File: config.mk
export PLATFORM = sky130hd
export DESIGN_NAME = led_current_load_tracker_unit
export DESIGN_NICKNAME = d
export VERILOG_FILES = /design/src/hdl/lclt_pkg.sv /design/src/hdl/led_current_load_tracker_unit.sv /design/src/hdl/lclt_alu.sv
export SDC_FILE = /design/constraint.sdc
export NUM_CORES = 2
export LEC_CHECK = 0
export BUFFER_PORTS_ARGS = -buffer_cell sky130_fd_sc_hd__buf_4
export CAP_MARGIN = 20
export CORE_MARGIN = 2
export CORE_UTILIZATION = 45
export CTS_BUF_LIST = sky130_fd_sc_hd__clkbuf_8
export CTS_CLUSTER_SIZE = 25
export DETAILED_ROUTE_END_ITERATION = 8
export MAX_ROUTING_LAYER = met4
export PLACE_DENSITY_LB_ADDON = 0.25
export RECOVER_POWER = 50
export SETUP_SLACK_MARGIN = 0.1
export SYNTH_ARGS = -nofsm -noshare
export SYNTH_HDL_FRONTEND = slang
export SYNTH_HIERARCHICAL = 1
export SYNTH_SLANG_ARGS = --single-unit
File: constraint.sdc
create_clock -name i_clk -period 17.71 [get_ports i_clk]
set_clock_uncertainty 0.15 [all_clocks]
set_input_delay 0.8855 -clock i_clk [delete_from_list [all_inputs] [get_ports i_clk]]
set_output_delay 0.8855 -clock i_clk [all_outputs]
set_load 0.02 [all_outputs]
File: src/hdl/lclt_pkg.sv
// Shared types, register codes and helpers for the LED current load tracker.
// No dependencies; imported by lclt_alu and led_current_load_tracker_unit.
package lclt_pkg;

    // Operand and product widths of the shared arithmetic unit
    localparam int ALU_W  = 26;
    localparam int ALU_RW = ALU_W + 1;

    // Field widths fixed by the register map
    localparam int CNT_W   = 9;
    localparam int MA8_W   = 8;
    localparam int MA_W    = 18;
    localparam int CSUM_W  = 10;
    localparam int CFG_IDX_W = 3;

    localparam logic [MA_W-1:0]  MA_MAX     = {MA_W{1'b1}};
    localparam logic [MA8_W-1:0] FULL_LEVEL = 8'd255;

    // Configuration register indexes
    localparam logic [CFG_IDX_W-1:0] CFG_LEDS_IN_USE = 3'd0;
    localparam logic [CFG_IDX_W-1:0] CFG_IDLE_MA     = 3'd1;
    localparam logic [CFG_IDX_W-1:0] CFG_FULL_MA     = 3'd2;
    localparam logic [CFG_IDX_W-1:0] CFG_BUDGET_MA   = 3'd3;
    localparam logic [CFG_IDX_W-1:0] CFG_PEAK_STEP   = 3'd4;

    typedef enum logic [1:0] {
        ALU_NOP,
        ALU_ADD,
        ALU_SUB,
        ALU_MUL
    } t_alu_op;

    // One request to the shared unit
    typedef struct packed {
        t_alu_op          op;
        logic [ALU_W-1:0] a;
        logic [ALU_W-1:0] b;
    } t_alu_req;

    // Clamp a 20-bit value to the 18-bit milliamp range
    function automatic logic [MA_W-1:0] sat_ma(input logic [19:0] v);
        logic [MA_W-1:0] res;
        res = (v > 20'(MA_MAX)) ? MA_MAX : v[MA_W-1:0];
        return res;
    endfunction

endpackage

File: src/hdl/led_current_load_tracker_unit.sv
// Top level of the LED current load tracker: sequencer, per-LED store, state.
// Depends on lclt_pkg and lclt_alu.
//
// Usage:
//   Command channel: drive start high with led_index and the three colour
//   levels while busy is low; the word is taken at that edge and busy rises.
//   Each command gives exactly one result word, shown for one cycle with
//   o_result_valid high: ignored flag, load estimate, peak, new-peak event
//   and budget-crossing event. The receiver cannot stall; the word must be
//   captured in its strobe cycle.
//   Configuration: write words on the cfg channel (o_cfg_ready is always
//   high); index selects leds_in_use, idle mA, full-channel mA, budget or
//   peak step. Write only while busy is low and no result is pending.
//   Timing: busy stays high while a command is processed and the result
//   strobe follows in the next cycle, where a new command may already be
//   taken. Totals, products and correction steps run through one registered
//   add/subtract/multiply unit; the divide by 255 takes a reciprocal-series
//   estimate plus zero to three correction steps through that unit.
//   Reset: synchronous, active low. Control and state registers return to their
//   defaults; the per-LED store reads as zero at once through its valid bits.
module led_current_load_tracker_unit
    import lclt_pkg::*;
#(
    parameter int MAX_LEDS = 256
)(
    input  logic                 i_clk,
    input  logic                 i_rst_n,
    input  logic                 start,
    output logic                 busy,
    input  logic [7:0]           i_led_index,
    input  logic [7:0]           i_red,
    input  logic [7:0]           i_green,
    input  logic [7:0]           i_blue,
    input  logic                 i_cfg_valid,
    output logic                 o_cfg_ready,
    input  logic [CFG_IDX_W-1:0] i_cfg_index,
    input  logic [MA_W-1:0]      i_cfg_data,
    output logic                 o_result_valid,
    output logic                 o_ignored,
    output logic [MA_W-1:0]      o_load_ma,
    output logic [MA_W-1:0]      o_peak_ma,
    output logic                 o_new_peak,
    output logic                 o_budget_crossed
);

    // Store depth: an 8-bit index never reaches beyond 256 entries
    localparam int SD      = (MAX_LEDS < 256) ? MAX_LEDS : 256;
    localparam int AW      = (SD > 1) ? $clog2(SD) : 1;
    localparam int CNT_CAP = (MAX_LEDS > 511) ? 511 : MAX_LEDS;

    localparam logic [3:0] ST_IDLE = 4'd0;
    localparam logic [3:0] ST_RD   = 4'd1;
    localparam logic [3:0] ST_ACC  = 4'd2;
    localparam logic [3:0] ST_TOT  = 4'd3;
    localparam logic [3:0] ST_CHIP = 4'd4;
    localparam logic [3:0] ST_PROD = 4'd5;
    localparam logic [3:0] ST_FIX  = 4'd6;
    localparam logic [3:0] ST_FIXW = 4'd7;
    localparam logic [3:0] ST_SUMW = 4'd8;
    localparam logic [3:0] ST_OUT  = 4'd9;

    // Configuration registers
    logic [CNT_W-1:0] r_leds;
    logic [MA8_W-1:0] r_idle;
    logic [MA8_W-1:0] r_full;
    logic [MA_W-1:0]  r_budget;
    logic [MA_W-1:0]  r_step;

    // Tracker state
    logic [3:0]        r_state;
    logic [3:0]        n_state;
    logic [MA_W-1:0]   r_total;
    logic [MA_W-1:0]   r_peak;
    logic [MA_W-1:0]   r_rep;
    logic              r_over;
    logic [SD-1:0]     r_vld;
    logic [CSUM_W-1:0] mem [SD];

    // Per-item working registers
    logic [AW-1:0]     r_idx;
    logic [CSUM_W-1:0] r_sum;
    logic              r_ign;
    logic [CSUM_W-1:0] r_old_raw;
    logic              r_old_vld;
    logic [16:0]       r_chips;
    logic [18:0]       r_q;
    logic [10:0]       r_rem;
    logic [MA_W-1:0]   r_load;

    // Output registers
    logic              r_res_vld;
    logic              r_o_ign;
    logic [MA_W-1:0]   r_o_load;
    logic [MA_W-1:0]   r_o_peak;
    logic              r_o_np;
    logic              r_o_bc;

    t_alu_req          w_req;
    logic [ALU_RW-1:0] w_y;
    logic [CNT_W-1:0]  w_active;
    logic              w_accept;
    logic [CSUM_W-1:0] w_in_sum;
    logic [CSUM_W-1:0] w_old;
    logic [MA_W-1:0]   w_tot_new;
    logic [MA_W-1:0]   w_load_new;
    logic [18:0]       w_q_est;
    logic [ALU_RW-1:0] w_rem_full;
    logic              w_new_peak;
    logic              w_over;

    lclt_alu u_alu (
        .i_clk (i_clk),
        .i_req (w_req),
        .o_y   (w_y)
    );

    assign w_active = (r_leds > CNT_W'(CNT_CAP)) ? CNT_W'(CNT_CAP) : r_leds;
    assign w_accept = start && (r_state == ST_IDLE);
    assign w_in_sum = CSUM_W'(i_red) + CSUM_W'(i_green) + CSUM_W'(i_blue);
    assign w_old    = r_old_vld ? r_old_raw : '0;

    // Reciprocal series for floor(p / 255); the remainder stays below 1020
    assign w_q_est    = 19'(w_y[ALU_W-1:8]) + 19'(w_y[ALU_W-1:16])
                      + 19'(w_y[ALU_W-1:24]);
    assign w_rem_full = {1'b0, w_y[ALU_W-1:0]} - {w_q_est, 8'd0} + ALU_RW'(w_q_est);

    assign w_tot_new  = sat_ma(w_y[19:0]);
    assign w_load_new = sat_ma(w_y[19:0]);

    assign w_new_peak = {1'b0, r_peak} >= ({1'b0, r_rep} + {1'b0, r_step});
    assign w_over     = r_load > r_budget;

    // Sequence the shared unit
    always_comb begin
        n_state  = r_state;
        w_req.op = ALU_NOP;
        w_req.a  = '0;
        w_req.b  = '0;
        unique case (r_state)
            ST_IDLE: begin
                if (start) begin
                    n_state = ST_RD;
                end
            end
            ST_RD: begin
                w_req.op = ALU_SUB;
                w_req.a  = ALU_W'(r_total);
                w_req.b  = ALU_W'(w_old);
                n_state  = ST_ACC;
            end
            ST_ACC: begin
                // After saturation the old entry can exceed the total: restart from zero
                w_req.op = ALU_ADD;
                w_req.a  = w_y[ALU_RW-1] ? '0 : ALU_W'(w_y[MA_W-1:0]);
                w_req.b  = ALU_W'(r_sum);
                n_state  = ST_TOT;
            end
            ST_TOT: begin
                w_req.op = ALU_MUL;
                w_req.a  = ALU_W'(w_active);
                w_req.b  = ALU_W'(r_idle);
                n_state  = ST_CHIP;
            end
            ST_CHIP: begin
                w_req.op = ALU_MUL;
                w_req.a  = ALU_W'(r_total);
                w_req.b  = ALU_W'(r_full);
                n_state  = ST_PROD;
            end
            ST_PROD: begin
                n_state = ST_FIX;
            end
            ST_FIX: begin
                w_req.op = ALU_SUB;
                w_req.a  = ALU_W'(r_rem);
                w_req.b  = ALU_W'(FULL_LEVEL);
                n_state  = ST_FIXW;
            end
            ST_FIXW: begin
                if (!w_y[ALU_RW-1]) begin
                    n_state = ST_FIX;
                end else begin
                    w_req.op = ALU_ADD;
                    w_req.a  = ALU_W'(r_chips);
                    w_req.b  = ALU_W'(r_q);
                    n_state  = ST_SUMW;
                end
            end
            ST_SUMW: begin
                n_state = ST_OUT;
            end
            ST_OUT: begin
                n_state = ST_IDLE;
            end
            default: begin
                n_state = ST_IDLE;
            end
        endcase
    end

    // Control state, configuration and tracker state
    always_ff @(posedge i_clk) begin
        if (!i_rst_n) begin
            r_state   <= ST_IDLE;
            r_leds    <= 9'd256;
            r_idle    <= 8'd1;
            r_full    <= 8'd20;
            r_budget  <= 18'd2000;
            r_step    <= 18'd100;
            r_total   <= '0;
            r_peak    <= '0;
            r_rep     <= '0;
            r_over    <= 1'b0;
            r_vld     <= '0;
            r_res_vld <= 1'b0;
        end else begin
            r_state   <= n_state;
            r_res_vld <= (r_state == ST_OUT);
            if (i_cfg_valid) begin
                unique case (i_cfg_index)
                    CFG_LEDS_IN_USE: r_leds   <= i_cfg_data[CNT_W-1:0];
                    CFG_IDLE_MA:     r_idle   <= i_cfg_data[MA8_W-1:0];
                    CFG_FULL_MA:     r_full   <= i_cfg_data[MA8_W-1:0];
                    CFG_BUDGET_MA:   r_budget <= i_cfg_data;
                    CFG_PEAK_STEP:   r_step   <= i_cfg_data;
                    default: ;
                endcase
            end
            if (r_state == ST_TOT && !r_ign) begin
                r_total      <= w_tot_new;
                r_vld[r_idx] <= 1'b1;
            end
            if (r_state == ST_SUMW && !r_ign && w_load_new > r_peak) begin
                r_peak <= w_load_new;
            end
            if (r_state == ST_OUT) begin
                r_over <= w_over;
                if (w_new_peak) begin
                    r_rep <= r_peak;
                end
            end
        end
    end

    // Per-LED store: read on accept, write back once the total is known
    always_ff @(posedge i_clk) begin
        if (w_accept) begin
            r_old_raw <= mem[i_led_index[AW-1:0]];
            r_old_vld <= r_vld[i_led_index[AW-1:0]];
        end
        if (r_state == ST_TOT && !r_ign) begin
            mem[r_idx] <= r_sum;
        end
    end

    // Working registers and the result word
    always_ff @(posedge i_clk) begin
        if (w_accept) begin
            r_idx <= i_led_index[AW-1:0];
            r_sum <= w_in_sum;
            r_ign <= {1'b0, i_led_index} >= w_active;
        end
        if (r_state == ST_CHIP) begin
            r_chips <= w_y[16:0];
        end
        if (r_state == ST_PROD) begin
            r_q   <= w_q_est;
            r_rem <= w_rem_full[10:0];
        end
        if (r_state == ST_FIXW && !w_y[ALU_RW-1]) begin
            r_q   <= r_q + 19'd1;
            r_rem <= w_y[10:0];
        end
        if (r_state == ST_SUMW) begin
            r_load <= w_load_new;
        end
        if (r_state == ST_OUT) begin
            r_o_ign  <= r_ign;
            r_o_load <= r_load;
            r_o_peak <= r_peak;
            r_o_np   <= w_new_peak;
            r_o_bc   <= w_over && !r_over;
        end
    end

    assign busy             = (r_state != ST_IDLE);
    assign o_cfg_ready      = 1'b1;
    assign o_result_valid   = r_res_vld;
    assign o_ignored        = r_o_ign;
    assign o_load_ma        = r_o_load;
    assign o_peak_ma        = r_o_peak;
    assign o_new_peak       = r_o_np;
    assign o_budget_crossed = r_o_bc;

endmodule

File: src/hdl/lclt_alu.sv
// Shared arithmetic unit: add, subtract with borrow, 18x8 multiply.
// Result is registered; depends on lclt_pkg.
module lclt_alu
    import lclt_pkg::*;
(
    input  logic              i_clk,
    input  t_alu_req          i_req,
    output logic [ALU_RW-1:0] o_y
);

    logic [ALU_RW-1:0] n_y;
    logic [ALU_RW-1:0] r_y;

    // Select the operation; subtract leaves the borrow in the top bit
    always_comb begin
        unique case (i_req.op)
            ALU_ADD: n_y = {1'b0, i_req.a} + {1'b0, i_req.b};
            ALU_SUB: n_y = {1'b0, i_req.a} - {1'b0, i_req.b};
            ALU_MUL: n_y = ALU_RW'(i_req.a[MA_W-1:0]) * ALU_RW'(i_req.b[MA8_W-1:0]);
            default: n_y = '0;
        endcase
    end

    // Register the result
    always_ff @(posedge i_clk) begin
        r_y <= n_y;
    end

    assign o_y = r_y;

endmodule
==> flow_metrics.tcl <==
set metrics [dict create \
    status "complete, but fails checks" \
    violations "max-capacitance violations, max-slew violations" \
    htreeDepth 5 \
    clock_latency_ps 1110 \
    drv_cap 32 \
    hp-class "input port to register" \
    slew_violations 2868 \
    p_leak_nw 49.23 \
    worst_pin_slew_ps 9452 \
    synth_ff_type "edfxtp_1" \
    ys_ff_latch 3098 \
    cts_tree "built" \
    critPathMaxStageDelay_ps 6570 \
    fillers 23030 \
    crit_chain "clkbuf_1, clkbuf_1" \
    grt_overflow 0 \
    ir_worst_vdd_mv 0.07736 \
    routed_wl_mm 316.6 \
    antenna_left 0 \
    hold_path_depth 3 \
    drive_gt1_share_pct 23.45 \
    layout_setup_ws_ps 6688 \
    powerDensity_mw_per_mm2 110.0 \
    slowest_stage "clkbuf_1" \
    dieArea_mm2 0.2904 \
    end_kind "register" \
    io_buffer_count 97 \
    cts_root_buf "clkbuf_8" \
    yosys_warnings 6 \
    ys_seq_area_share_pct 69.12 \
    path_common_cell "clkbuf_1" \
    start_kind "register" \
    hold_violations 0 \
    viasPerCell 5.753 \
    synth_edf_count 2694 \
    fin_tns_setup_ps 0 \
    clk_pin_slew_worst_paths_ps 60 \
    setup_violations 0 \
    grt_max_degree 208 \
    syn_inst 6964 \
    netlist_area_mm2 0.1287 \
    required_ps 17040 \
    multi_input_area_mm2 0.03750 \
    worstPathMaxFanout 207 \
    syn2layout_area_growth_pct 12.21 \
    stdcell_count 11680 \
    vias 67220 \
    slew-limit-headroom_pct -530.1 \
    syn_area_per_cell_um2 18.49 \
    cts_buffers 483 \
    place_ws_ps 10140 \
    drtIter0Drc 6464 \
    period_share_pct 62.24 \
    wl_per_cell_um 27.10 \
    die_y_um 538.9 \
    gp_congestion 0.9112 \
    rsz0062_at_grt "no" \
    start_util_pct 45.18 \
    ctsResizeCount 0 \
    num_rows 196 \
    whs_ps 105.1 \
    antenna_found_initial 10 \
    dp_cells 10650 \
    grt_pass1_vias 68210 \
    register_area_mm2 0.08899 \
    r2r_cells 2 \
    dr.pass1.iters 7 \
    clock.fmax_ghz 0.09073 \
    dp_hpwl_mm 195.7 \
    synthArstFlopShare_pct 0 \
    crit_arrival_ps 10350 \
    coreArea_mm2 0.2850 \
    worstSetupPathType "register to register" \
    finish.net_count 7854 \
    drc 0 \
    cts_sinks 3098 \
    yosysUniqueCellTypes 85 \
    grt_pass1_wl_mm 463.7 \
    clock_path_buffers 4 \
    die_w_um 538.9 \
    grt_use_total_pct 22.19 \
    period_minus_slack_ps 11020 \
    ios 99 \
]
==> per-stage QoR <==
stage / total power (W) / area (um^2) / util (%)
6_report: 0.01589 / 144500 / 50.69
5_1_grt: 0.01648 / 144500 / 50.69
4_1_cts: 0.01594 / 144000 / 50.54
3_5_place_dp: 0.01012 / 134300 / 47.12
3_3_place_gp: 0.01006 / 134000 / 47.01
2_1_floorplan: 0.009548 / 128900 / -
==> worst paths after layout <==
path | startpoint | end | slack, ps
setup / recovery | r_sum[8] | mem[10][8] | 6690
hold / removal | i_blue[1] | r_sum[1] | 110
setup reg to reg | r_sum[8] | mem[10][8] | 6690
hold reg to reg | r_vld[25] | r_vld[25] | 310
==> power by group <==
group          switching, W  total, W  internal (W)
clock network       0.00287   0.00584       0.00297
logic               0.00111   0.00166      0.000545
registers         0.0000521   0.00839       0.00834
==> placed cells by master (no fill, tap or decap), types with 22 or more instances in the layout <==
master    count
a21boi_0     49
a21o_1       52
a21oi_1      97
a22oi_1      84
and2_1      134
and3_1       22
buf_4       221
buf_6        32
clkbuf_1     79
clkbuf_8    556
clkinv_1     78
clkinv_2     58
conb_1       33
dfxtp_1     404
edfxtp_1   2694
fa_1        112
ha_1        200
inv_1       432
mux2i_1     111
mux4_2      880
nand2_1     287
nand2b_1     29
nand3_1      75
nor2_1      368
nor2b_1      29
nor3_1       28
o211a_1      38
o21a_1      263
o21ai_0      55
xnor2_1      88
xor2_1       45
==> worst max-delay path: cells and delay by family, from the launching register on <==
kind / cells / cell delay (ps)
DFF: 1 / 320
buffers and inverters: 2 / 8530
==> cell type report <==
class                           instances  share of cell area (%)
Inverter                              242                  0.6288
Clock buffer                          552                   5.259
Multi-Input combinational cell       3291                   25.96
Sequential cell                      3098                   61.60
Antenna cell                            5                0.008661
Tap cell                             3762                   3.258
Timing Repair Buffer                  369                   1.929
Clock inverter                        364                   1.360
==> registers in the layout (all words and copies together) (netlist names), 9 cells and up <==
register,count
o_peak_ma,18
r_rem,11
r_budget,18
r_vld,256
r_rep,18
r_q,19
r_chips,17
r_load,18
r_total,18
r_leds,9
r_old_raw,10
u_alu/o_y,27
r_step,18
mem,2560
o_load_ma,18
r_sum,10
r_peak,18
==> synth_stat cells (49+ instances only) <==
master / n / area [um^2]
mux4_2: 880 / 19820
xnor2_1: 88 / 770.7
nor2_1: 376 / 1411
a22oi_1: 84 / 630.6
o21ai_0: 55 / 275.3
ha_1: 200 / 2502
fa_1: 112 / 2242
mux2i_1: 111 / 1111
a21o_1: 52 / 390.4
inv_1: 242 / 908.4
buf_2: 73 / 365.4
a21boi_0: 49 / 367.9
clkbuf_1: 227 / 852.1
o21a_1: 263 / 1974
edfxtp_1: 2694 / 80900
nand2_1: 296 / 1111
a21oi_1: 97 / 485.5
and2_1: 135 / 844.6
nand3_1: 81 / 405.4
dfxtp_1: 404 / 8088
==> cells by family (layout without fill, tap and decap cells) <==
group | Yosys count | after routing | share of synthesized area, %
fa+ha+maj | 312 | 312 | 3.685
xor+xnor | 133 | 133 | 0.9049
other cells | 2 | 38 | 0.005834
buf+inv | 606 | 1527 | 1.917
flops | 3098 | 3098 | 69.12
simple gates | 1071 | 1071 | 3.861
mux | 992 | 992 | 16.27
compound gates | 750 | 750 | 4.237
==> metal layers <==
| metal | part of all wire (%) | vias to the layer above | GRT usage, % |
|---|---|---|---|
| met4 | 3.6 | 0 | 7.224 |
| met1 | 42 | 35360 | 29.94 |
| li1 | - | 28810 | - |
| met5 | 0 | - | - |
| met2 | 48 | 2451 | 34.78 |
| met3 | 6.7 | 603 | 3.411 |
==> timing repair <==
item / CTS / global route
hold buffers: 20 / 0
hold endpoints to repair: 63 / 0
setup buffers: 0 / 0
(Power assumes the default switching activity.)
